**config.mk**
```make
export PLATFORM = sky130hd
export DESIGN_NAME = rhp_back
export DESIGN_NICKNAME = d
export VERILOG_FILES = /design/src/rtl/rhp_pkg.sv /design/src/rtl/rhp_back.sv
export SDC_FILE = /design/constraint.sdc
export NUM_CORES = 2
export LEC_CHECK = 0
export ABC_CLOCK_PERIOD_IN_PS = 10050
export BUFFER_PORTS_ARGS = -buffer_cell sky130_fd_sc_hd__clkbuf_2
export CELL_PAD_IN_SITES_DETAIL_PLACEMENT = 0
export CELL_PAD_IN_SITES_GLOBAL_PLACEMENT = 2
export CORE_UTILIZATION = 39
export CTS_CLUSTER_SIZE = 8
export DETAILED_ROUTE_END_ITERATION = 8
export HOLD_SLACK_MARGIN = 0.08
export PLACE_DENSITY_LB_ADDON = 0.08
export SETUP_SLACK_MARGIN = 0.05
export SYNTH_ARGS = -nofsm -noshare
export SYNTH_HDL_FRONTEND = slang
export SYNTH_SLANG_ARGS = --single-unit
```
**constraint.sdc**
```tcl
create_clock -name clock -period 10.05 [get_ports clock]
set_input_delay 1.005 -clock clock [delete_from_list [all_inputs] [get_ports clock]]
set_output_delay 1.005 -clock clock [all_outputs]
set_load 0.1 [all_outputs]
```
**src/rtl/rhp_pkg.sv**
```systemverilog
// Shared types, constants and register codes for the rotated halftone pixel block.
package rhp_pkg;

   localparam int COORD_BITS_DEF = 12;
   localparam int COORD_MAX      = 16;

   // Width of the cell coordinate before the bias; the biased coordinate is T_BITS wide.
   localparam int CELL_BITS = 20;
   localparam int T_BITS    = CELL_BITS + 8;

   // Reciprocal of 255 for a product below 2^29, shift 37 (taken as 32 after a <<5).
   localparam logic [29:0] RECIP_255 = 30'd538976289;

   localparam logic [2:0] CSR_CELL_PERIOD   = 3'd0;
   localparam logic [2:0] CSR_COS_ANGLE     = 3'd1;
   localparam logic [2:0] CSR_SIN_ANGLE     = 3'd2;
   localparam logic [2:0] CSR_WHITE_DOTS    = 3'd3;
   localparam logic [2:0] CSR_BLEND_WEIGHT  = 3'd4;
   localparam logic [2:0] CSR_JITTER_AMOUNT = 3'd5;
   localparam logic [2:0] CSR_DOT_SHAPE     = 3'd6;

   localparam logic [1:0] SHAPE_CIRCLE  = 2'd0;
   localparam logic [1:0] SHAPE_LINE    = 2'd1;
   localparam logic [1:0] SHAPE_DIAMOND = 2'd2;

   // Effective configuration: zero period already mapped to 8, weights saturated.
   typedef struct packed {
      logic [7:0]         period;
      logic signed [15:0] cos_angle;
      logic signed [15:0] sin_angle;
      logic               white_dots;
      logic [8:0]         blend_weight;
      logic [8:0]         jitter_amount;
      logic [1:0]         dot_shape;
   } rhp_cfg_type;

   typedef struct packed {
      logic [7:0]         red;
      logic [7:0]         green;
      logic [7:0]         blue;
      logic [13:0]        lx;
      logic [13:0]        ly;
      logic [T_BITS-1:0]  tx;
      logic [T_BITS-1:0]  ty;
      logic [7:0]         remx;
      logic [7:0]         remy;
      logic signed [21:0] offx;
      logic signed [21:0] offy;
      logic [20:0]        rad;
   } rhp_beat_type;

endpackage

```
**src/rtl/rhp_back.sv**
```systemverilog
// Back stages: offset from centre, shape test and blend into the output register.
module rhp_back (
   input  logic                  clock,
   input  logic                  reset,
   input  logic                  en,
   input  rhp_pkg::rhp_cfg_type  cfg,
   input  logic                  valid_in,
   input  rhp_pkg::rhp_beat_type beat_in,
   output logic                  valid_out,
   output logic [7:0]            red_out,
   output logic [7:0]            green_out,
   output logic [7:0]            blue_out,
   output logic                  in_dot
);
   import rhp_pkg::*;

   // stage D
   logic               d_valid_ff;
   logic signed [24:0] d_dx_ff, d_dy_ff, d_dx_in, d_dy_in;
   logic [20:0]        d_rad_ff;
   logic [7:0]         d_r_ff, d_g_ff, d_b_ff;
   logic signed [24:0] ctr_w;

   // stage E
   logic               e_valid_ff;
   logic [23:0]        adx_w, ady_w;
   logic [47:0]        e_sqx_ff, e_sqy_ff;
   logic [41:0]        e_sqr_ff;
   logic [24:0]        e_sum_ff, e_dy2_ff;
   logic [20:0]        e_rad_ff;
   logic [7:0]         e_r_ff, e_g_ff, e_b_ff;

   // stage F
   logic               f_valid_ff;
   logic               f_in_ff, f_in_in;
   logic [7:0]         f_r_ff, f_g_ff, f_b_ff;
   logic [47:0]        dist_w;

   // stage G
   logic               g_valid_ff;
   logic [7:0]         g_r_ff, g_g_ff, g_b_ff;
   logic               g_in_ff;
   logic [7:0]         col_w;
   logic [8:0]         inv_w;
   logic [16:0]        mr_w, mg_w, mb_w;

   assign ctr_w   = $signed({4'd0, cfg.period, 13'd0}) ;
   assign d_dx_in = $signed({3'd0, beat_in.remx, beat_in.lx}) - ctr_w - 25'(beat_in.offx);
   assign d_dy_in = $signed({3'd0, beat_in.remy, beat_in.ly}) - ctr_w - 25'(beat_in.offy);

   assign adx_w = d_dx_ff[24] ? 24'(-d_dx_ff) : d_dx_ff[23:0];
   assign ady_w = d_dy_ff[24] ? 24'(-d_dy_ff) : d_dy_ff[23:0];

   assign dist_w = e_sqx_ff + e_sqy_ff;

   always_comb begin
      case (cfg.dot_shape)
         SHAPE_LINE:    f_in_in = e_dy2_ff < {4'd0, e_rad_ff};
         SHAPE_DIAMOND: f_in_in = e_sum_ff < {4'd0, e_rad_ff};
         default:       f_in_in = dist_w < {6'd0, e_sqr_ff};
      endcase
   end

   assign col_w = (f_in_ff ^ cfg.white_dots) ? 8'd0 : 8'd255;
   assign inv_w = 9'd256 - cfg.blend_weight;
   assign mr_w  = 17'(f_r_ff * inv_w) + 17'(col_w * cfg.blend_weight);
   assign mg_w  = 17'(f_g_ff * inv_w) + 17'(col_w * cfg.blend_weight);
   assign mb_w  = 17'(f_b_ff * inv_w) + 17'(col_w * cfg.blend_weight);

   always_ff @(posedge clock) begin
      if (reset) begin
         d_valid_ff <= 1'b0;
         e_valid_ff <= 1'b0;
         f_valid_ff <= 1'b0;
         g_valid_ff <= 1'b0;
      end else if (en) begin
         d_valid_ff <= valid_in;
         e_valid_ff <= d_valid_ff;
         f_valid_ff <= e_valid_ff;
         g_valid_ff <= f_valid_ff;
      end
   end

   always_ff @(posedge clock) begin
      if (en) begin
         d_dx_ff  <= d_dx_in;
         d_dy_ff  <= d_dy_in;
         d_rad_ff <= beat_in.rad;
         d_r_ff   <= beat_in.red;
         d_g_ff   <= beat_in.green;
         d_b_ff   <= beat_in.blue;
         e_sqx_ff <= adx_w * adx_w;
         e_sqy_ff <= ady_w * ady_w;
         e_sqr_ff <= d_rad_ff * d_rad_ff;
         e_sum_ff <= {1'b0, adx_w} + {1'b0, ady_w};
         e_dy2_ff <= {ady_w, 1'b0};
         e_rad_ff <= d_rad_ff;
         e_r_ff   <= d_r_ff;
         e_g_ff   <= d_g_ff;
         e_b_ff   <= d_b_ff;
         f_in_ff  <= f_in_in;
         f_r_ff   <= e_r_ff;
         f_g_ff   <= e_g_ff;
         f_b_ff   <= e_b_ff;
         g_r_ff   <= mr_w[15:8];
         g_g_ff   <= mg_w[15:8];
         g_b_ff   <= mb_w[15:8];
         g_in_ff  <= f_in_ff;
      end
   end

   assign valid_out = g_valid_ff;
   assign red_out   = g_r_ff;
   assign green_out = g_g_ff;
   assign blue_out  = g_b_ff;
   assign in_dot    = g_in_ff;

endmodule

```
==> flow_metrics.tcl <==
set metrics [dict create \
    pre_cts_ws_ns 0.00768 \
    criticalPathCategory "reg -> reg" \
    gp_congestion 0.858 \
    synth_most_common_cell "inv_1" \
    cpMostUsedCell "fa_1" \
    synth_top_area_share_pct 37.3 \
    route.detailed.drc 0 \
    fill_cells 18275 \
    max_freq_ghz 0.104 \
    grt_pass1_vias 53647 \
    yosys_warnings 0 \
    hold_start "d_g_ff[1]" \
    nNetsFinal 10195 \
    clk_pin_slew_ns 0.05 \
    async_flop_share_pct 0 \
    worstPathRequired_ns 10.48 \
    critPathSlowestCell "fa_1" \
    place_area_um2 77800 \
    gr-usage-met1_pct 29.9 \
    grt_overflow_total 0 \
    tns_ns 0 \
    status "completed" \
    coreArea_um2 186000 \
    drtIter0Drc 2387 \
    dp.cells 10170 \
    seq_area_frac_synth_pct 15.4 \
    startpoint_type "register" \
    synth_area_leaders "fa_1 37%, edfxtp_1 15%, ha_1 14%" \
    cp_max_fo 9 \
    area_growth_pct 9.26 \
    endpoint_kind "register" \
    r2r_cells 33 \
    path_delay_family "adder cells" \
    routedWlPerCell_um 19.4 \
    rows 158 \
    clock_sinks 374 \
    worstReg2RegStart "d_dy_ff[2]" \
    worst_skew_pair.late_latency_ns 0.72 \
    hold_buffers 0 \
    skew_ns 0.0600 \
    reg2reg_to "e_sqy_ff[45]" \
    synth_ff_type "edfxtp_1" \
    hold_depth 0 \
    ios 280 \
    hpwl_um 167000 \
    synth.largest_area_cell "fa_1" \
    synth_area_um2 72900 \
    drive_gt1_share_pct 6.30 \
    cp.buffers_inverters 6 \
    synth_seq_cells 374 \
    syn_inst 7499 \
    busiest_layer "met2" \
    clockRootBuffer "clkbuf_16" \
    initial_core_util_pct 39.3 \
    fin_crit_ns 9.63 \
    fin_ws_ns 0.415 \
    antenna_found_initial 2 \
    met2_usage_pct 38.6 \
    wl_um 200000 \
    hold_path.class "reg -> reg" \
    die_h_um 434 \
    grt_max_degree 76 \
    ys_types 91 \
    grt_pass1_wl_um 316000 \
    clock_path_buffers 3 \
    cts_tree "done" \
    vias 49590 \
    use_met3_pct 2.03 \
    synth_top_cells_by_count "1993 x inv_1, 1360 x fa_1, 829 x ha_1" \
    tightest_slew_ns 1.11 \
    htreeDepth 2 \
    drv_slew 0 \
    final_cells 10260 \
    first_pass_iters 5 \
    synth-edff-count 370 \
    worstHoldEndpoint "e_g_ff[1]" \
    final-setup-viol-count 0 \
    fin_crit_sh_pct 95.9 \
    ant_nets 0 \
    cts_buffers 57 \
    cp_data_arrival_time_ns 10.07 \
    die-area_um2 189000 \
    grt_use_total_pct 22.0 \
    cap_viol_max_count 0 \
    slew_headroom_pct 26.2 \
    reg2reg_slack_ns 0.42 \
    viasPerCell 4.83 \
    hold_viol_final 0 \
    die_x_um 434 \
    synth_area_per_cell_um2 9.72 \
    numPortBuffers 182 \
    critPathMaxStageDelay_ns 0.57 \
    final_area_um2 79700 \
]
==> worst max-delay path by stage <==
stage	from	to	slack, ns	depth (start not counted)
floorplan	d_dy_ff[0]	e_sqy_ff[45]	0.70	36
global placement	d_dy_ff[2]	e_sqy_ff[45]	0.14	33
detailed placement	d_dy_ff[2]	e_sqy_ff[46]	0.008	32
CTS	d_dy_ff[2]	e_sqy_ff[46]	0.13	31
global route	d_dy_ff[4]	e_sqy_ff[47]	-0.02	33
finish	d_dy_ff[2]	e_sqy_ff[45]	0.42	33
==> cell families (layout without fill, tap and decap cells) <==
family | count (synthesis) | in the layout | share of synthesized area (%)
mux | 11 | 11 | 0.156
flops | 374 | 374 | 15.4
buf+inv | 2182 | 2427 | 11.3
xor+xnor | 351 | 351 | 4.28
simple gates | 1557 | 1557 | 9.85
compound gates | 833 | 833 | 7.49
other cells | 2 | 38 | 0.0103
fa+ha+maj | 2189 | 2189 | 51.6
==> state kept, by name, summed over array words and instances (netlist names), 20 cells and up <==
register,flops
e_dy2_ff,23
d_dy_ff,24
d_rad_ff,21
e_rad_ff,20
d_dx_ff,24
e_sqx_ff,47
e_sqy_ff,47
e_sum_ff,25
e_sqr_ff,41
==> through the flow <==
step	hold slack, ns	util, %
floorplan	0.400	-
global placement	0.401	41.9
detailed placement	0.406	41.9
CTS	0.395	42.8
global route	0.412	42.9
finish	0.414	42.9
==> per-layer routing <==
layer / up-vias / routed length [um]
met4: 0 / 2970
met2: 697 / 99300
met1: 25172 / 91000
li1: 23583 / -
met3: 138 / 6220
met5: - / 0
==> cell usage in the layout, fill, tap and decap left out, types with 10 or more instances in the layout <==
cell type / instances
o31ai_1: 15
or3_1: 13
xnor2_1: 219
clkinv_1: 10
nor4_1: 11
nor2_1: 372
o21bai_1: 53
o211ai_1: 20
conb_1: 34
o21ai_0: 135
o41ai_1: 12
nor3_1: 45
nand4_1: 26
nand3_1: 45
inv_1: 1992
a31oi_1: 23
clkbuf_1: 10
nand2_1: 640
a21oi_1: 250
nand2b_1: 35
fa_1: 1360
nor2b_1: 46
a21o_1: 130
a211oi_1: 25
a41oi_1: 11
ha_1: 828
clkbuf_16: 57
edfxtp_1: 370
o21a_1: 41
buf_4: 148
xor2_1: 106
and3_1: 37
and2_1: 236
clkbuf_2: 181
xnor2_2: 14
or2_2: 10
==> cell type report <==
class	instances	area, um2	area share [%]
clock inverter	16	299	0.375
antenna	4	10.0	0.0126
tap	2480	3100	3.90
inverter	2007	7540	9.47
sequential	374	11200	14.0
timing repair buffer	337	2160	2.72
clock buffer	67	1460	1.84
multi-input combinational	4975	53900	67.6
==> what timing repair did <==
action | in CTS | in global routing
hold endpoints to repair | 0 | 0
setup endpoints to repair | 2 | 10
pin swaps | 0 | 2
buffers inserted | 0 | 3
gates resized for setup | 3 | 18
Power is not shown: default switching activity piles up to over one toggle a cycle in this logic, so the estimate is an artifact.
