===== config.mk =====
export PLATFORM = sky130hd
export DESIGN_NAME = rhp_front
export DESIGN_NICKNAME = d
export VERILOG_FILES = /design/src/rtl/rhp_pkg.sv /design/src/rtl/rhp_front.sv
export SDC_FILE = /design/constraint.sdc
export NUM_CORES = 2
export LEC_CHECK = 0
export BUFFER_PORTS_ARGS = -buffer_cell sky130_fd_sc_hd__buf_2
export CAP_MARGIN = 15
export CORE_MARGIN = 4
export CORE_UTILIZATION = 56
export CTS_CLUSTER_DIAMETER = 30
export CTS_CLUSTER_SIZE = 14
export DETAILED_ROUTE_END_ITERATION = 8
export PLACE_DENSITY = 0.79
export SYNTH_ARGS = -nofsm -noshare
export SYNTH_HDL_FRONTEND = slang
export SYNTH_SLANG_ARGS = --single-unit

===== constraint.sdc =====
create_clock -name clock -period 10.8 [get_ports clock]
set_input_delay 0 -clock clock [delete_from_list [all_inputs] [get_ports clock]]
set_output_delay 0 -clock clock [all_outputs]
set_load 0.005 [all_outputs]

===== src/rtl/rhp_pkg.sv =====
// Shared types, constants and register codes for the rotated halftone pixel block.
package rhp_pkg;

   localparam int COORD_BITS_DEF = 12;
   localparam int COORD_MAX      = 16;

   // Width of the cell coordinate before the bias; the biased coordinate is T_BITS wide.
   localparam int CELL_BITS = 20;
   localparam int T_BITS    = CELL_BITS + 8;

   // Reciprocal of 255 for a product below 2^29, shift 37 (taken as 32 after a <<5).
   localparam logic [29:0] RECIP_255 = 30'd538976289;

   localparam logic [2:0] CSR_CELL_PERIOD   = 3'd0;
   localparam logic [2:0] CSR_COS_ANGLE     = 3'd1;
   localparam logic [2:0] CSR_SIN_ANGLE     = 3'd2;
   localparam logic [2:0] CSR_WHITE_DOTS    = 3'd3;
   localparam logic [2:0] CSR_BLEND_WEIGHT  = 3'd4;
   localparam logic [2:0] CSR_JITTER_AMOUNT = 3'd5;
   localparam logic [2:0] CSR_DOT_SHAPE     = 3'd6;

   localparam logic [1:0] SHAPE_CIRCLE  = 2'd0;
   localparam logic [1:0] SHAPE_LINE    = 2'd1;
   localparam logic [1:0] SHAPE_DIAMOND = 2'd2;

   // Effective configuration: zero period already mapped to 8, weights saturated.
   typedef struct packed {
      logic [7:0]         period;
      logic signed [15:0] cos_angle;
      logic signed [15:0] sin_angle;
      logic               white_dots;
      logic [8:0]         blend_weight;
      logic [8:0]         jitter_amount;
      logic [1:0]         dot_shape;
   } rhp_cfg_type;

   typedef struct packed {
      logic [7:0]         red;
      logic [7:0]         green;
      logic [7:0]         blue;
      logic [13:0]        lx;
      logic [13:0]        ly;
      logic [T_BITS-1:0]  tx;
      logic [T_BITS-1:0]  ty;
      logic [7:0]         remx;
      logic [7:0]         remy;
      logic signed [21:0] offx;
      logic signed [21:0] offy;
      logic [20:0]        rad;
   } rhp_beat_type;

endpackage


===== src/rtl/rhp_front.sv =====
// Front stages: luma, rotation, jitter and radius, then bias of the cell coordinate.
module rhp_front #(
   parameter int COORD_BITS = rhp_pkg::COORD_BITS_DEF
) (
   input  logic                        clock,
   input  logic                        reset,
   input  logic                        en,
   input  rhp_pkg::rhp_cfg_type        cfg,
   input  logic                        valid_in,
   input  logic [COORD_BITS-1:0]       pixel_x,
   input  logic [COORD_BITS-1:0]       pixel_y,
   input  logic [7:0]                  red_in,
   input  logic [7:0]                  green_in,
   input  logic [7:0]                  blue_in,
   input  logic [15:0]                 rand_offset_x,
   input  logic [15:0]                 rand_offset_y,
   output logic                        valid_out,
   output rhp_pkg::rhp_beat_type       beat_out
);
   import rhp_pkg::*;

   localparam int PAD = 17 - COORD_BITS;

   logic signed [16:0] xs_w, ys_w, jx_w, jy_w;
   logic [15:0]        lum_w;

   // stage A
   logic               a_valid_ff;
   logic signed [32:0] a_xc_ff, a_ys_ff, a_yc_ff, a_xs_ff;
   logic signed [32:0] a_xc_in, a_ys_in, a_yc_in, a_xs_in;
   logic signed [26:0] a_jxj_ff, a_jyj_ff, a_jxj_in, a_jyj_in;
   logic [23:0]        a_lump_ff, a_lump_in;
   logic [7:0]         a_r_ff, a_g_ff, a_b_ff;

   // stage B
   logic               b_valid_ff;
   logic signed [33:0] b_xr_ff, b_yr_ff, b_xr_in, b_yr_in;
   logic signed [35:0] b_ox_w, b_oy_w;
   logic [53:0]        b_rp_w;
   logic signed [21:0] b_offx_ff, b_offy_ff;
   logic [20:0]        b_rad_ff;
   logic [7:0]         b_r_ff, b_g_ff, b_b_ff;

   // stage C
   logic               c_valid_ff;
   rhp_beat_type       c_beat_ff, c_beat_in;
   logic [T_BITS-1:0]  bias_w;

   assign xs_w  = $signed({{PAD{1'b0}}, pixel_x});
   assign ys_w  = $signed({{PAD{1'b0}}, pixel_y});
   assign jx_w  = $signed({1'b0, rand_offset_x}) - 17'sd32768;
   assign jy_w  = $signed({1'b0, rand_offset_y}) - 17'sd32768;
   assign lum_w = 16'(red_in * 8'd77) + 16'(green_in * 8'd150) + 16'(blue_in * 8'd29);

   assign a_xc_in  = xs_w * cfg.cos_angle;
   assign a_ys_in  = ys_w * cfg.sin_angle;
   assign a_yc_in  = ys_w * cfg.cos_angle;
   assign a_xs_in  = xs_w * cfg.sin_angle;
   assign a_jxj_in = jx_w * $signed({1'b0, cfg.jitter_amount});
   assign a_jyj_in = jy_w * $signed({1'b0, cfg.jitter_amount});
   assign a_lump_in = 24'(lum_w * cfg.period);

   assign b_xr_in = 34'(a_xc_ff) + 34'(a_ys_ff);
   assign b_yr_in = 34'(a_yc_ff) - 34'(a_xs_ff);
   assign b_ox_w  = a_jxj_ff * $signed({1'b0, cfg.period});
   assign b_oy_w  = a_jyj_ff * $signed({1'b0, cfg.period});
   assign b_rp_w  = a_lump_ff * RECIP_255;

   assign bias_w = T_BITS'({cfg.period, {CELL_BITS{1'b0}}});

   always_comb begin
      c_beat_in       = '0;
      c_beat_in.red   = b_r_ff;
      c_beat_in.green = b_g_ff;
      c_beat_in.blue  = b_b_ff;
      c_beat_in.lx    = b_xr_ff[13:0];
      c_beat_in.ly    = b_yr_ff[13:0];
      c_beat_in.tx    = T_BITS'($signed(b_xr_ff[33:14])) + bias_w;
      c_beat_in.ty    = T_BITS'($signed(b_yr_ff[33:14])) + bias_w;
      c_beat_in.offx  = b_offx_ff;
      c_beat_in.offy  = b_offy_ff;
      c_beat_in.rad   = b_rad_ff;
   end

   always_ff @(posedge clock) begin
      if (reset) begin
         a_valid_ff <= 1'b0;
         b_valid_ff <= 1'b0;
         c_valid_ff <= 1'b0;
      end else if (en) begin
         a_valid_ff <= valid_in;
         b_valid_ff <= a_valid_ff;
         c_valid_ff <= b_valid_ff;
      end
   end

   always_ff @(posedge clock) begin
      if (en) begin
         a_xc_ff   <= a_xc_in;
         a_ys_ff   <= a_ys_in;
         a_yc_ff   <= a_yc_in;
         a_xs_ff   <= a_xs_in;
         a_jxj_ff  <= a_jxj_in;
         a_jyj_ff  <= a_jyj_in;
         a_lump_ff <= a_lump_in;
         a_r_ff    <= red_in;
         a_g_ff    <= green_in;
         a_b_ff    <= blue_in;
         b_xr_ff   <= b_xr_in;
         b_yr_ff   <= b_yr_in;
         b_offx_ff <= b_ox_w[31:10];
         b_offy_ff <= b_oy_w[31:10];
         b_rad_ff  <= b_rp_w[52:32];
         b_r_ff    <= a_r_ff;
         b_g_ff    <= a_g_ff;
         b_b_ff    <= a_b_ff;
         c_beat_ff <= c_beat_in;
      end
   end

   assign valid_out = c_valid_ff;
   assign beat_out  = c_beat_ff;

endmodule


==> impl_metrics.json <==
{
  "synth_top_area_share_pct": 35.3,
  "io_pins": 335,
  "synth_area_leaders": "fa_1, edfxtp_1, ha_1",
  "start_util_pct": 56.6,
  "synth-edff-count": 532,
  "drive_gt1_share_pct": 6.67,
  "drt_wl_total_um": 186000,
  "wire_per_inst_um": 18.1,
  "cts.path.max_buffers": 3,
  "finalHoldViolations": 0,
  "num_rows": 139,
  "drtIter0Drc": 3548,
  "drc": 0,
  "cp-end-kind": "flop",
  "tritoncts": "built",
  "stdcell_area_mm2": 0.0893,
  "wl_met2_um": 89700,
  "required_ns": 11.30,
  "setup_viol": 0,
  "root_buffer": "clkbuf_16",
  "crit_type": "in -> reg",
  "holdPathStages": 2,
  "io_buffer_count": 306,
  "clock_latency_ns": 0.75,
  "rr_endpoint": "b_offx_ff[21]",
  "cts.sinks": 535,
  "finalMaxSlewViolations": 0,
  "gp_congestion": 0.890,
  "rrSetupSlack_ns": 4.60,
  "postRouteAntennaNets": 0,
  "status": "completed",
  "wl_met1_um": 75100,
  "yosysSeqAreaShare_pct": 19.7,
  "antenna_found_initial": 37,
  "yosysWarnings": 0,
  "synth.distinct_cells": 74,
  "r2r_start": "a_jxj_ff[9]",
  "dr_total_vias": 56100,
  "synth_seq_cells": 535,
  "finalSetupTns_ns": 0,
  "die_width_um": 389,
  "crit_fanout": 8,
  "postPlaceCellArea_mm2": 0.0846,
  "vias_per_cell": 5.46,
  "final_common_cell": "inv_1",
  "crit_slowest_cell": "fa_1",
  "min_from": "green_in[7]",
  "hold_class": "in -> reg",
  "crit_top_cell": "fa_1",
  "period_minus_slack_ns": 10.20,
  "globalRouteTotalUtil_pct": 25.3,
  "die_h_um": 389,
  "top_layer": "met5",
  "max_stage_delay_ns": 0.56,
  "worst_ep_arrival_time_ns": 10.69,
  "rsz0062_at_grt": "no",
  "netlist_instances": 7991,
  "reg2reg_depth": 19,
  "worst_slew_pin_slew_ns": 1.17,
  "die_area_mm2": 0.152,
  "wl_met3_um": 14200,
  "cts_setup_buffers": 0,
  "grt_max_degree": 155,
  "area_delta_synth_final_pct": 9.59,
  "cts_made_buffers": 115,
  "finalCritPeriodShare_pct": 94.4,
  "syn_avg_cell_area_um2": 10.2,
  "synth_top_flop_cell": "edfxtp_1",
  "hold_end": "a_g_ff[7]",
  "synthesis.area_mm2": 0.0815,
  "htreeDepth": 3,
  "hold_slack_ns": 0.0778,
  "drv_cap": 0,
  "fmax_ghz": 0.0981,
  "clk_pin_slew_worst_paths_ns": 0.05,
  "slew_headroom_pct": 20.1,
  "async_reset_ff_share_pct": 0,
  "grt_pass1_wl_um": 310000,
  "clock_skew_ns": 0.0655,
  "hpwlAfterDp_um": 143000,
  "overflow": 0,
  "nets": 10700,
  "layout_common_cells": "inv_1, fa_1, and2_1",
  "grt_pass1_vias": 61400,
  "start_kind": "input pin",
  "yosys.area.top_type": "fa_1",
  "dr.pass1.iters": 5,
  "core_area_mm2": 0.144
}
## Yosys cell counts, types with 5 or more instances
cell type	number
edfxtp_1	532
clkbuf_1	226
a221oi_1	7
o22ai_1	6
nor3_1	48
nand4_1	21
nand2b_1	39
nor4_1	6
a41o_1	5
and3_1	21
xnor2_1	248
o211ai_1	7
or3_1	10
mux2i_1	5
and2_1	932
and4_1	8
nor2b_1	57
o31a_1	8
buf_4	24
xor2_1	74
a21o_1	109
o21bai_1	43
a31o_2	6
nor2_1	170
a21boi_0	12
fa_1	1437
a211o_1	6
a31oi_1	19
o21a_1	46
or2_2	8
ha_1	865
nand2_1	737
o31ai_1	7
nand3_1	38
inv_1	1791
o21ai_0	103
a211oi_1	17
a21oi_1	234
## flip-flops by register name, indices dropped and copies added (netlist names), 21 cells and up
| signal | cells |
|---|---|
| a_jxj_ff | 27 |
| a_jyj_ff | 27 |
| a_lump_ff | 24 |
| a_xc_ff | 29 |
| a_xs_ff | 29 |
| a_yc_ff | 29 |
| a_ys_ff | 29 |
| b_offx_ff | 22 |
| b_offy_ff | 22 |
| b_rad_ff | 21 |
| b_xr_ff | 30 |
| b_yr_ff | 30 |
| beat_out | 165 |
## routing by layer
layer	vias to the layer above	GRT usage (%)
met5	-	0
met4	20	8.79
met3	401	5.12
met2	1962	42.5
met1	28600	32.9
li1	25100	-
## cell type report
cell class | instances | area, µm²
multi-input cells | 5428 | 57700
repair buffers | 376 | 2220
clock inverters | 98 | 1230
fillers | 11200 | 54700
inverters | 1791 | 6720
well taps | 1903 | 2380
diodes | 26 | 65.1
clock buffers | 120 | 2900
flip-flops and latches | 535 | 16000
## worst max-delay path, delay by kind of cell
| kind | cells | cell delay (ns) |
|---|---|---|
| compound gates | 7 | 1.69 |
| buf+inv | 9 | 1.07 |
| xor+xnor | 2 | 0.30 |
| fa+ha+maj | 15 | 6.41 |
| simple gates | 4 | 1.20 |
## stage by stage
stage | std cells | utilization [%] | setup slack (ns)
6_report | 10300 | 62.0 | 0.602
5_1_grt | 10300 | 62.0 | 0.166
4_1_cts | 10300 | 61.9 | 0.667
3_5_place_dp | 9982 | 58.7 | 0.433
3_3_place_gp | 9982 | 58.7 | 0.562
2_1_floorplan | 8006 | - | 1.09
## how the worst max path moves through the flow
| stage | start | end | depth (start not counted) | slack, ns |
|---|---|---|---|---|
| after floorplan | green_in[4] | a_lump_ff[23] | 37 | 1.09 |
| after detailed placement | green_in[4] | a_lump_ff[23] | 38 | 0.43 |
| after CTS | green_in[4] | a_lump_ff[23] | 39 | 0.67 |
| after global routing | green_in[4] | a_lump_ff[23] | 39 | 0.17 |
| final | green_in[4] | a_lump_ff[23] | 37 | 0.60 |
| after global placement | green_in[4] | a_lump_ff[23] | 38 | 0.56 |
## timing repair
action / CTS / global route
hold endpoints to repair: 141 / 0
resized for setup: 0 / 0
hold buffers: 51 / 0
## cells by family (layout without fill, tap and decap cells)
logic type / count (synthesis) / in the layout / share of synthesized area, %
AO/OA/AOI/OAI: 672 / 672 / 5.30
XOR/XNOR: 322 / 322 / 3.46
adder cells (fa/ha/maj): 2302 / 2302 / 48.6
buffers and inverters: 2043 / 2385 / 9.53
flip-flops: 535 / 535 / 19.7
multiplexers: 5 / 5 / 0.0614
other: 1 / 42 / 0.00460
AND/OR/NAND/NOR: 2111 / 2111 / 13.4
Power is not shown: default switching activity piles up to over one toggle a cycle in this logic, so the estimate is an artifact.
