### config.mk
export PLATFORM = sky130hd
export DESIGN_NAME = rhp_mod_stage
export DESIGN_NICKNAME = d
export VERILOG_FILES = /design/src/rtl/rhp_pkg.sv /design/src/rtl/rhp_mod_stage.sv
export SDC_FILE = /design/constraint.sdc
export NUM_CORES = 1
export LEC_CHECK = 0
export BUFFER_PORTS_ARGS = -buffer_cell sky130_fd_sc_hd__buf_2
export CAP_MARGIN = 25
export CORE_AREA = 4 4 152 154
export CTS_CLUSTER_DIAMETER = 40
export DETAILED_ROUTE_END_ITERATION = 10
export DIE_AREA = 0 0 156 158
export MAX_ROUTING_LAYER = met4
export SYNTH_ARGS = -nofsm -noshare
export SYNTH_HDL_FRONTEND = slang
export SYNTH_SLANG_ARGS = --single-unit
### constraint.sdc
create_clock -name clock -period 5.55 [get_ports clock]
set_clock_uncertainty 0.1 [all_clocks]
set_input_delay 0.555 -clock clock [delete_from_list [all_inputs] [get_ports clock]]
set_output_delay 0.555 -clock clock [all_outputs]
set_load 0.005 [all_outputs]
### src/rtl/rhp_pkg.sv
// Shared types, constants and register codes for the rotated halftone pixel block.
package rhp_pkg;

   localparam int COORD_BITS_DEF = 12;
   localparam int COORD_MAX      = 16;

   // Width of the cell coordinate before the bias; the biased coordinate is T_BITS wide.
   localparam int CELL_BITS = 20;
   localparam int T_BITS    = CELL_BITS + 8;

   // Reciprocal of 255 for a product below 2^29, shift 37 (taken as 32 after a <<5).
   localparam logic [29:0] RECIP_255 = 30'd538976289;

   localparam logic [2:0] CSR_CELL_PERIOD   = 3'd0;
   localparam logic [2:0] CSR_COS_ANGLE     = 3'd1;
   localparam logic [2:0] CSR_SIN_ANGLE     = 3'd2;
   localparam logic [2:0] CSR_WHITE_DOTS    = 3'd3;
   localparam logic [2:0] CSR_BLEND_WEIGHT  = 3'd4;
   localparam logic [2:0] CSR_JITTER_AMOUNT = 3'd5;
   localparam logic [2:0] CSR_DOT_SHAPE     = 3'd6;

   localparam logic [1:0] SHAPE_CIRCLE  = 2'd0;
   localparam logic [1:0] SHAPE_LINE    = 2'd1;
   localparam logic [1:0] SHAPE_DIAMOND = 2'd2;

   // Effective configuration: zero period already mapped to 8, weights saturated.
   typedef struct packed {
      logic [7:0]         period;
      logic signed [15:0] cos_angle;
      logic signed [15:0] sin_angle;
      logic               white_dots;
      logic [8:0]         blend_weight;
      logic [8:0]         jitter_amount;
      logic [1:0]         dot_shape;
   } rhp_cfg_type;

   typedef struct packed {
      logic [7:0]         red;
      logic [7:0]         green;
      logic [7:0]         blue;
      logic [13:0]        lx;
      logic [13:0]        ly;
      logic [T_BITS-1:0]  tx;
      logic [T_BITS-1:0]  ty;
      logic [7:0]         remx;
      logic [7:0]         remy;
      logic signed [21:0] offx;
      logic signed [21:0] offy;
      logic [20:0]        rad;
   } rhp_beat_type;

endpackage

### src/rtl/rhp_mod_stage.sv
// One restoring remainder step on both cell coordinates.
module rhp_mod_stage #(
   parameter int BIT_IDX = 0
) (
   input  logic                  clock,
   input  logic                  reset,
   input  logic                  en,
   input  logic [7:0]            period,
   input  logic                  valid_in,
   input  rhp_pkg::rhp_beat_type beat_in,
   output logic                  valid_out,
   output rhp_pkg::rhp_beat_type beat_out
);
   import rhp_pkg::*;

   logic         valid_ff;
   rhp_beat_type beat_ff, beat_in_w;
   logic [8:0]   tmpx, tmpy, difx, dify;

   assign tmpx = {beat_in.remx, beat_in.tx[BIT_IDX]};
   assign tmpy = {beat_in.remy, beat_in.ty[BIT_IDX]};
   assign difx = tmpx - {1'b0, period};
   assign dify = tmpy - {1'b0, period};

   always_comb begin
      beat_in_w      = beat_in;
      beat_in_w.remx = (tmpx >= {1'b0, period}) ? difx[7:0] : tmpx[7:0];
      beat_in_w.remy = (tmpy >= {1'b0, period}) ? dify[7:0] : tmpy[7:0];
   end

   always_ff @(posedge clock) begin
      if (reset) begin
         valid_ff <= 1'b0;
      end else if (en) begin
         valid_ff <= valid_in;
      end
   end

   always_ff @(posedge clock) begin
      if (en) begin
         beat_ff <= beat_in_w;
      end
   end

   assign valid_out = valid_ff;
   assign beat_out  = beat_ff;

endmodule

==> results of run 1 <==
-- metrics by stage --
stage,hold WS [ns],util,instances,setup slack (ns)
4_1_cts,0.162,0.441,1014,2.99
3_5_place_dp,0.396,0.414,982,2.54
2_1_floorplan,0.385,-,312,2.86
6_report,0.190,0.441,1015,2.95
3_3_place_gp,0.372,0.414,982,2.55
5_1_grt,0.169,0.441,1015,2.83
-- synth_stat cells, types with 2 or more instances --
library cell	instances
and3_1	2
nor2_1	7
a21o_1	4
or4_1	2
ha_1	16
nand2b_1	2
nor2b_1	5
o31a_1	2
a21oi_1	6
xnor2_1	3
xor2_1	3
fa_1	2
nand2_1	6
nand3_1	6
o21a_1	3
mux2_2	10
mux2i_1	6
inv_1	12
o21ai_0	8
nor3_1	4
edfxtp_1	189
-- worst paths after layout --
path                       end  slack [ns]
setup / recovery  beat_out[78]        2.95
hold reg to reg      valid_out        0.42
setup reg to reg     valid_out        4.86
hold / removal       valid_out        0.19
-- power groups by stage --
stage                     registers (W)  logic [W]  clock network [W]
final                           0.00174   0.000358            0.00122
after CTS                       0.00175   0.000367            0.00126
after floorplan                 0.00180  0.0000899                  0
after global placement          0.00177   0.000363                  0
after global routing            0.00176   0.000395            0.00132
after detailed placement        0.00178   0.000366                  0
-- area by class of cell --
cell class	instances	share of cell area
timing repair buffer	391	0.207
tap	280	0.0366
clock buffer	18	0.0448
antenna	1	0.000261
multi-input combinational	109	0.0940
clock inverter	14	0.0176
inverter	12	0.00471
sequential	190	0.595
-- cell families after synthesis --
| group | count (synthesis) | share of synthesized area |
|---|---|---|
| flip-flops | 190 | 0.857 |
| AND/OR/NAND/NOR | 36 | 0.0281 |
| AO/OA/AOI/OAI | 33 | 0.0373 |
| adder cells (fa/ha/maj) | 18 | 0.0362 |
| multiplexers | 16 | 0.0260 |
| buffers and inverters | 13 | 0.00734 |
| XOR/XNOR | 6 | 0.00791 |
-- routing by layer --
layer | routed length [microns] | up-vias | global-route usage
met4 | 136 | 0 | 0.0338
met5 | 0 | - | -
met2 | 9430 | 230 | 0.239
met3 | 1950 | 11 | 0.0549
li1 | - | 2051 | -
met1 | 7660 | 2065 | 0.179
-- sequential cells by signal, indices dropped and copies added, names as in the netlist --
signal,flops
beat_out,189
valid_out,1
-- critical path, cell delays in order --
cell	delay [ns]
buf_2	0.08
inv_1	0.06
ha_1	0.35
a21o_1	0.21
a21oi_2	0.18
a31oi_1	0.14
a2111oi_4	0.69
mux2_2	0.41
==> results.md, run 1 <==
* Post-synth EDFFs at 189
* Core Area at 21700 sq um
* Pin count of the biggest net entering global routing at 111
* Final hold vios at 0
* Post-synthesis cell area at 6640 sq um
* DPL Wire Length at 15000 microns
* Reg2reg path depth at 2
* Multi-input gate area at 900 sq um
* DIE AREA at 24600 sq um
* # rows at 54
* Worst Path Max Fanout at 7
* Setup violators final at 0
* Clock buffer depth at 2
* Inserted Clock Buffers at 17
* Startpoint types: input pin
* Filler cells at 1979
* Clock Latency Late Sink at 0.41 ns
* Net switching power at 0.000816 W
* Slew @ Worst Pin at 0.701 ns
* Most frequent cells in the layout: buf_2 (389), edfxtp_1 (189), clkbuf_16 (17), ha_1 (16), inv_1 (12)
* Die H at 158 microns
* Worst hold stages at 2
* Area fraction of the dominant cell type after synthesis at 0.854
* Commonest non-fill, non-tap cell in the layout: buf_2
* Syn_nets at 531
* Chip width at 156 microns
* Cell count after synthesis at 312
* I/O pins at 391
* Sequential element share of the synthesized area at 0.857
* Sw frac at 0.246
* Max Clock Freq at 385 MHz
* Overall Global Routing Usage at 0.148
* CTS tree: yes
* Final nets at 940
* Crit path from: period[3]
* Part of the power in combinational logic at 0.108
* Area growth, synth to finish at 44.1%
* Static Leak at 4.15 nW
* Tot Pwr at 0.00332 W
* DRC Markers at 0
* FF-to-FF Start: valid_out
* Setup_tns at 0 ns
* H-Tree Depth at 4
* Post-CTS Resized at 0
* Initial drt markers at 231
* Warnings from Yosys at 0
* Clock sinks at 190
* Antenna violations before repair at 1
* Pint at 0.00250 W
* Ys async rst share at 0
* Required time of the critical path at 5.62 ns
* Status: completed
* Port bufs at 390
* Drt via density at 4.29
* Syn avg cell area at 21.3 sq um
* Final wirelength at 19200 microns
* Layout cells sized above 1 at 0.597
* Vias in the first global route at 4389
* Placed instance area at 8970 sq um
* Final instance area at 9570 sq um
* RSZ-0062 raised after global routing: no
* Final Critical Period at 2.60 ns
* Hold Startpoint: reset
* Clock power frac at 0.367
* Grt ovf at 0
* Setup crit end kind: register
* Register bit total from synthesis at 190
* Sequential Area at 5700 sq um
* Post-synth cell types at 35
* Pwr/cell area at 347 nW/um^2
* GPL Wtd Cong at 0.844
* WP data arrival at 2.67 ns
* Slew Limit Fails at 0
* Top FF cell, synth: edfxtp_1
* CTS clk-pin slew, worst paths at 0.08 ns
* First-pass GRT wire length at 26200 microns
* Starting Density at 0.306
* Number of nets with antenna violations after routing at 0
* Crit share post-route at 0.468
* Drt wl/cell at 18.9 microns
* Worst vdd rail ir drop at 0.179 mV
* Dominant cell type by area after synthesis: edfxtp_1
* CTS Hold Buffers Added at 0
* Via count at 4357
* Clk root buf: clkbuf_16
* CP Class: in2reg
* Synth area leaders: edfxtp_1 (85%), ha_1 (3.0%), mux2_2 (1.7%)
* Max-cap check violation count at 0
* Slew margin rel. at 0.533
* Postcts setup bufs at 0
* Seq pwr share at 0.526
* DRT Pass-1 Iters at 5
* Hold Path Class: in2reg
Power figures use the tool's default switching activity.
==> run 2: changes to the inputs <==
--- a/config.mk
+++ b/config.mk
@@ -5,13 +5,15 @@
 export SDC_FILE = /design/constraint.sdc
 export NUM_CORES = 1
 export LEC_CHECK = 0
+export ABC_AREA = 1
 export BUFFER_PORTS_ARGS = -buffer_cell sky130_fd_sc_hd__buf_2
 export CAP_MARGIN = 25
-export CORE_AREA = 4 4 152 154
+export CORE_AREA = 4 4 149 151
 export CTS_CLUSTER_DIAMETER = 40
 export DETAILED_ROUTE_END_ITERATION = 10
-export DIE_AREA = 0 0 156 158
+export DIE_AREA = 0 0 153 155
 export MAX_ROUTING_LAYER = met4
+export PLACE_DENSITY = 0.65
 export SYNTH_ARGS = -nofsm -noshare
 export SYNTH_HDL_FRONTEND = slang
 export SYNTH_SLANG_ARGS = --single-unit
==> constraint.sdc (replaced) <==
create_clock -name clock -period 2.24 [get_ports clock]
set_clock_uncertainty 0.1 [all_clocks]
set_input_delay 0.224 -clock clock [delete_from_list [all_inputs] [get_ports clock]]
set_output_delay 0.224 -clock clock [all_outputs]
set_load 0.005 [all_outputs]
==> results.md, run 2 <==
* Status: completed
* Pin count of the biggest net entering global routing at 47 (-58%)
* Commonest non-fill, non-tap cell in the layout: buf_2
* Post-synthesis cell area at 6920 sq um (+4.2%)
* Starting Density at 0.332 (+0.0261)
* DRC Markers at 0 (unchanged)
* Inserted Clock Buffers at 17 (unchanged)
* Clock Latency Late Sink at 0.43 ns (+0.02 ns)
* Post-synth cell types at 24 (-31%)
* Warnings from Yosys at 0 (unchanged)
* Setup violators final at 0 (unchanged)
* I/O pins at 391 (unchanged)
* FF-to-FF Start: valid_out
* Crit share post-route at 0.861
* Worst vdd rail ir drop at 0.449 mV (+150%)
* Placed instance area at 9310 sq um (+3.8%)
* Final instance area at 11700 sq um (+22%)
* Worst Path Max Fanout at 3 (-4)
* Top FF cell, synth: edfxtp_1
* FF-to-FF End: valid_out
* Antenna violations before repair at 1 (unchanged)
* Layout cells sized above 1 at 0.442 (-0.154)
* Syn avg cell area at 16.6 sq um (-22%)
* Hold Path Class: in2reg
* Port bufs at 390 (unchanged)
* Clock sinks at 190 (unchanged)
* Required time of the critical path at 2.34 ns (-3.28 ns)
* Most frequent cells in the layout: buf_2 (389), edfxtp_1 (189), dlygate4sd3_1 (175), nand2_1 (84), inv_1 (39)
* CP Class: in2reg
* Clock power frac at 0.354 (-0.013)
* Overall Global Routing Usage at 0.206 (+0.0577)
* Area fraction of the dominant cell type after synthesis at 0.820 (-0.0344)
* Syn_nets at 635 (+20%)
* # rows at 53 (-1.9%)
* Hold slack at 0.0237 ns (-0.166 ns)
* Filler cells at 1697 (-14%)
* Pint at 0.00642 W (+160%)
* Part of the power in combinational logic at 0.147 (+0.039)
* Max-cap check violation count at 0 (unchanged)
* Post-CTS Resized at 0 (unchanged)
* Clock buffer depth at 2 (unchanged)
* CTS tree: yes
* Setup crit end kind: register
* Number of nets with antenna violations after routing at 0 (unchanged)
* Slew Limit Fails at 0 (unchanged)
* Startpoint types: input pin
* Grt ovf at 0 (unchanged)
* CTS clk-pin slew, worst paths at 0.08 ns (about the same)
* GPL Wtd Cong at 0.954 (+13%)
* Core Area at 20800 sq um (-4.0%)
* Clk root buf: clkbuf_16
* Cell count after synthesis at 416 (+33%)
* DRT Pass-1 Iters at 5 (unchanged)
* Reg2reg path depth at 3 (+1)
* Final wirelength at 24700 microns (+29%)
* Worst hold stages at 3 (+1)
* Die H at 155 microns (-1.9%)
* Area growth, synth to finish at 68.7%
* First-pass GRT wire length at 35800 microns (+37%)
* Net switching power at 0.00225 W (+180%)
* Register bit total from synthesis at 190 (unchanged)
* WP data arrival at 2.02 ns (-0.65 ns)
* Max Clock Freq at 518 MHz
* Seq pwr share at 0.499 (-0.027)
* Post-synth top cells: edfxtp_1 (189), nand2_1 (84), inv_1 (39)
* Max reg flops at 189 (unchanged)
* Vias in the first global route at 5998 (+37%)
* Static Leak at 5.25 nW (+27%)
* Final hold vios at 0 (unchanged)
* Slew margin rel. at 0.705 (+0.172)
* Final nets at 1223 (+30%)
* DIE AREA at 23700 sq um (-3.8%)
* H-Tree Depth at 4 (unchanged)
* Sw frac at 0.259 (+0.0138)
* Drt wl/cell at 19.1 microns (+0.92%)
* Ys async rst share at 0 (unchanged)
* Slew @ Worst Pin at 0.442 ns (-0.259 ns)
* Sequential element share of the synthesized area at 0.823 (-0.0346)
* Post-synth EDFFs at 189 (unchanged)
* Setup_tns at 0 ns (unchanged)
* Drt via density at 4.41 (+2.7%)
* Dominant cell type by area after synthesis: edfxtp_1
* Initial drt markers at 297 (+29%)
* Chip width at 153 microns (-1.9%)
* Final Critical Period at 1.93 ns
* Most common cell in the netlist: edfxtp_1
* Postcts setup bufs at 0 (unchanged)
* Worst R2R Setup Slack at 0.99 ns (-3.87 ns)
* Pwr/cell area at 743 nW/um^2 (+110%)
* DPL Wire Length at 17800 microns (+18%)
* Hold Path Sink: beat_out[77]
* RSZ-0062 raised after global routing: no
* Hold Startpoint: beat_in[76]
* Via count at 5699 (+31%)
* Synth area leaders: edfxtp_1 (82%), nand2_1 (4.6%), ha_1 (2.9%)
[run 2: changes by cell type in the layout (fill, tap and decap cells not counted), sizes merged, moves of 10 or more]
cell / delta
mux2: -10
inv: +31
nand2: +87
nand3: +25
dlygate4sd3: +175
nor2: +11
[run 2: critical path, cell delays in order]
cell and delay (ns):
dlygate4sd3_1 0.52, buf_2 0.13, inv_1 0.05, ha_1 0.20, fa_1 0.41, inv_1 0.10, nand3_1 0.10, nand4_1 0.08
nand2_1 0.07, nand2_1 0.07, nand2_1 0.05
[run 2: cell type report]
| cell class | count | area [sq um] | area share |
|---|---|---|---|
| Antenna cell | 1 | 2.50 | 0.000214 |
| Clock buffer | 17 | 425 | 0.0364 |
| Clock inverter | 15 | 189 | 0.0162 |
| Inverter | 43 | 161 | 0.0138 |
| Multi-Input combinational cell | 183 | 1070 | 0.0913 |
| Sequential cell | 190 | 5700 | 0.488 |
| Tap cell | 275 | 344 | 0.0295 |
| Timing Repair Buffer | 569 | 3790 | 0.325 |
[run 2: repair_timing]
action | 4_1_cts | 5_1_grt
setup endpoints to repair | 0 | 0
hold buffers | 175 | 0
endpoints found under the hold margin | 174 | 0
[run 2: layer usage]
metal  global-route usage  part of all wire
met1                0.227              0.38
met2                0.349              0.51
met3               0.0556             0.060
met4               0.0967             0.048
met5                    -                 0
[run 2: worst max-delay path by stage]
stage,start,end,slack [ns],cells after the start
global route,beat_in[81],beat_out[71],0.20,11
finish,beat_in[109],beat_out[79],0.31,11
floorplan,period[2],beat_out[72],0.62,9
detailed placement,period[1],beat_out[74],0.37,10
global placement,period[1],beat_out[76],0.40,9
CTS,beat_in[109],beat_out[79],0.33,11
[run 2: through the flow]
stage / total power (W) / cells / util / worst slack (ns)
global placement: 0.00539 / 1085 / 0.447 / 0.395
finish: 0.00867 / 1293 / 0.561 / 0.311
CTS: 0.00875 / 1292 / 0.561 / 0.326
detailed placement: 0.00542 / 1085 / 0.447 / 0.372
global route: 0.00905 / 1293 / 0.561 / 0.203
floorplan: 0.00472 / 416 / - / 0.616
[run 2: cells by family after synthesis]
kind of cell | count (synthesis) | share of synthesized area
and+or+nand+nor | 149 | 0.102
xor gates and xnor gates | 6 | 0.00759
DFF | 190 | 0.823
AOI/OAI and AO/OA | 9 | 0.00850
muxes | 1 | 0.00145
buffers and inverters | 43 | 0.0233
adders and majority gates | 18 | 0.0347
[run 2: power by group through the flow]
| stage | registers (W) | clock network (W) | logic [W] |
|---|---|---|---|
| global placement | 0.00439 | 0 | 0.000999 |
| floorplan | 0.00445 | 0 | 0.000274 |
| CTS | 0.00432 | 0.00316 | 0.00128 |
| finish | 0.00433 | 0.00307 | 0.00127 |
| detailed placement | 0.00440 | 0 | 0.00102 |
| global route | 0.00435 | 0.00332 | 0.00138 |
==> run 3: changes to the inputs <==
--- a/config.mk
+++ b/config.mk
@@ -12,7 +12,6 @@
 export CTS_CLUSTER_DIAMETER = 40
 export DETAILED_ROUTE_END_ITERATION = 10
 export DIE_AREA = 0 0 153 155
-export MAX_ROUTING_LAYER = met4
 export PLACE_DENSITY = 0.65
 export SYNTH_ARGS = -nofsm -noshare
 export SYNTH_HDL_FRONTEND = slang
==> results.md, run 3 (same netlist as run 2, synthesis figures left out) <==
* Required time of the critical path at 2.31 ns (-0.03 ns)
* Max-cap check violation count at 0 (unchanged)
* Overall Global Routing Usage at 0.200 (-0.00573)
* Reg2reg path depth at 3 (unchanged)
* Number of nets with antenna violations after routing at 0 (unchanged)
* Post-CTS Resized at 0 (unchanged)
* Pwr/cell area at 742 nW/um^2 (about the same)
* Final Critical Period at 1.92 ns (-0.00446 ns)
* Final nets at 1223 (unchanged)
* Slew margin rel. at 0.709 (+0.00323)
* Max Clock Freq at 519 MHz (+0.23%)
* CP Class: in2reg
* Pin count of the biggest net entering global routing at 47 (unchanged)
* Crit share post-route at 0.859 (-0.00199)
* Worst R2R Setup Slack at 0.98 ns (about the same)
* Slew @ Worst Pin at 0.437 ns (-0.00485 ns)
* Final hold vios at 0 (unchanged)
* Vias in the first global route at 5998 (unchanged)
* Initial drt markers at 314 (+5.7%)
* Drt via density at 4.40 (-0.11%)
* Chip width at 153 microns (unchanged)
* First-pass GRT wire length at 35800 microns (unchanged)
* RSZ-0062 raised after global routing: no
* Most frequent cells in the layout: buf_2 (389), edfxtp_1 (189), dlygate4sd3_1 (175), nand2_1 (84), inv_1 (39)
* Die H at 155 microns (unchanged)
* Postcts setup bufs at 0 (unchanged)
* Area growth, synth to finish at 68.7% (unchanged)
* Clock Latency Late Sink at 0.42 ns (about the same)
* Placed instance area at 9310 sq um (unchanged)
* Met2 routed WL at 12700 microns (+0.29%)
* Commonest non-fill, non-tap cell in the layout: buf_2
* Clock buffer depth at 2 (unchanged)
* End of the critical path: beat_out[71]
* CTS clk-pin slew, worst paths at 0.08 ns (about the same)
* Setup crit end kind: register
* FF-to-FF Start: valid_out
* Status: completed
* Setup violators final at 0 (unchanged)
* DRT Pass-1 Iters at 5 (unchanged)
* Final instance area at 11700 sq um (unchanged)
* I/O pins at 391 (unchanged)
* Starting Density at 0.332 (unchanged)
* Inserted Clock Buffers at 17 (unchanged)
* DRC Markers at 0 (unchanged)
* WL met3 at 1580 microns (+6.7%)
* Static Leak at 5.25 nW (unchanged)
* DPL Wire Length at 17800 microns (unchanged)
* Worst vdd rail ir drop at 0.449 mV (about the same)
* Met1 WL at 9120 microns (-2.1%)
* DIE AREA at 23700 sq um (unchanged)
* # rows at 53 (unchanged)
* Port bufs at 390 (unchanged)
* CTS tree: yes
* Final wirelength at 24600 microns (-0.25%)
* Core Area at 20800 sq um (unchanged)
* Hold Path Class: in2reg
* Clk root buf: clkbuf_16
* Antenna violations before repair at 1 (unchanged)
* Max reg flops at 189 (unchanged)
* Drt wl/cell at 19.0 microns (-0.25%)
* Top sig layer: met4
* H-Tree Depth at 4 (unchanged)
* Worst Path Max Fanout at 3 (unchanged)
* Clock sinks at 190 (unchanged)
* WP data arrival at 2.00 ns (-0.02 ns)
* Via count at 5693 (-0.11%)
* FF-to-FF End: valid_out
* Hold Startpoint: beat_in[76]
* Grt ovf at 0 (unchanged)
* Slew Limit Fails at 0 (unchanged)
* Crit path from: beat_in[81]
* Setup_tns at 0 ns (unchanged)
* Startpoint types: input pin
* Layout cells sized above 1 at 0.442 (unchanged)
* GPL Wtd Cong at 0.938 (-1.8%)
-- run 3: cell counts in the layout (fill, tap and decap cells not counted) --
Identical to the previous run, type by type.
-- run 3: layout make-up --
class,instances,area [sq um]
inverter,43,161
clock buffer,17,425
antenna,1,2.50
sequential,190,5700
timing repair buffer,569,3790
tap,275,344
fill,1697,9150
clock inverter,15,189
multi-input combinational,183,1070
-- run 3: per-layer routing --
metal	up-vias	track usage
li1	2663	-
met1	2717	0.226
met2	259	0.349
met3	54	0.0584
met4	0	0.0967
met5	-	0
-- run 3: timing repair --
action	in CTS	in global routing
setup endpoints to repair	0	0
endpoints found under the hold margin	174	0
hold buffers	175	0
-- run 3: worst min-delay path by stage --
stage / slack (ns) / end / cells past startpoint
final: 0.02 / beat_out[77] / 3
after global routing: 0.03 / beat_out[80] / 3
after CTS: 0.01 / beat_out[77] / 3
after detailed placement: 0.29 / valid_out / 2
after global placement: 0.29 / valid_out / 2
after floorplan: 0.20 / valid_out / 1
-- run 3: worst max-delay path, cell delays in order --
cell and delay (ns):
dlygate4sd3_1 0.54, buf_2 0.14, inv_1 0.05, ha_1 0.19, fa_1 0.40, inv_1 0.10
nand3_1 0.10, nand4_1 0.08, nand2_1 0.07, nand2_1 0.06, nand2_1 0.04
-- run 3: stage by stage --
stage / hold WS [ns] / worst slack (ns) / total power [W] / util / cells
floorplan: 0.196 / 0.616 / 0.00472 / - / 416
global placement: 0.293 / 0.395 / 0.00539 / 0.447 / 1085
detailed placement: 0.295 / 0.372 / 0.00542 / 0.447 / 1085
CTS: 0.0112 / 0.326 / 0.00875 / 0.561 / 1292
global route: 0.0272 / 0.204 / 0.00905 / 0.561 / 1293
finish: 0.0198 / 0.315 / 0.00867 / 0.561 / 1293
-- run 3: power breakdown --
part	internal (W)	switching (W)	total [W]
combinational	0.000648	0.000623	0.00127
clock	0.00153	0.00154	0.00307
sequential	0.00425	0.0000802	0.00433
total	0.00642	0.00224	0.00867
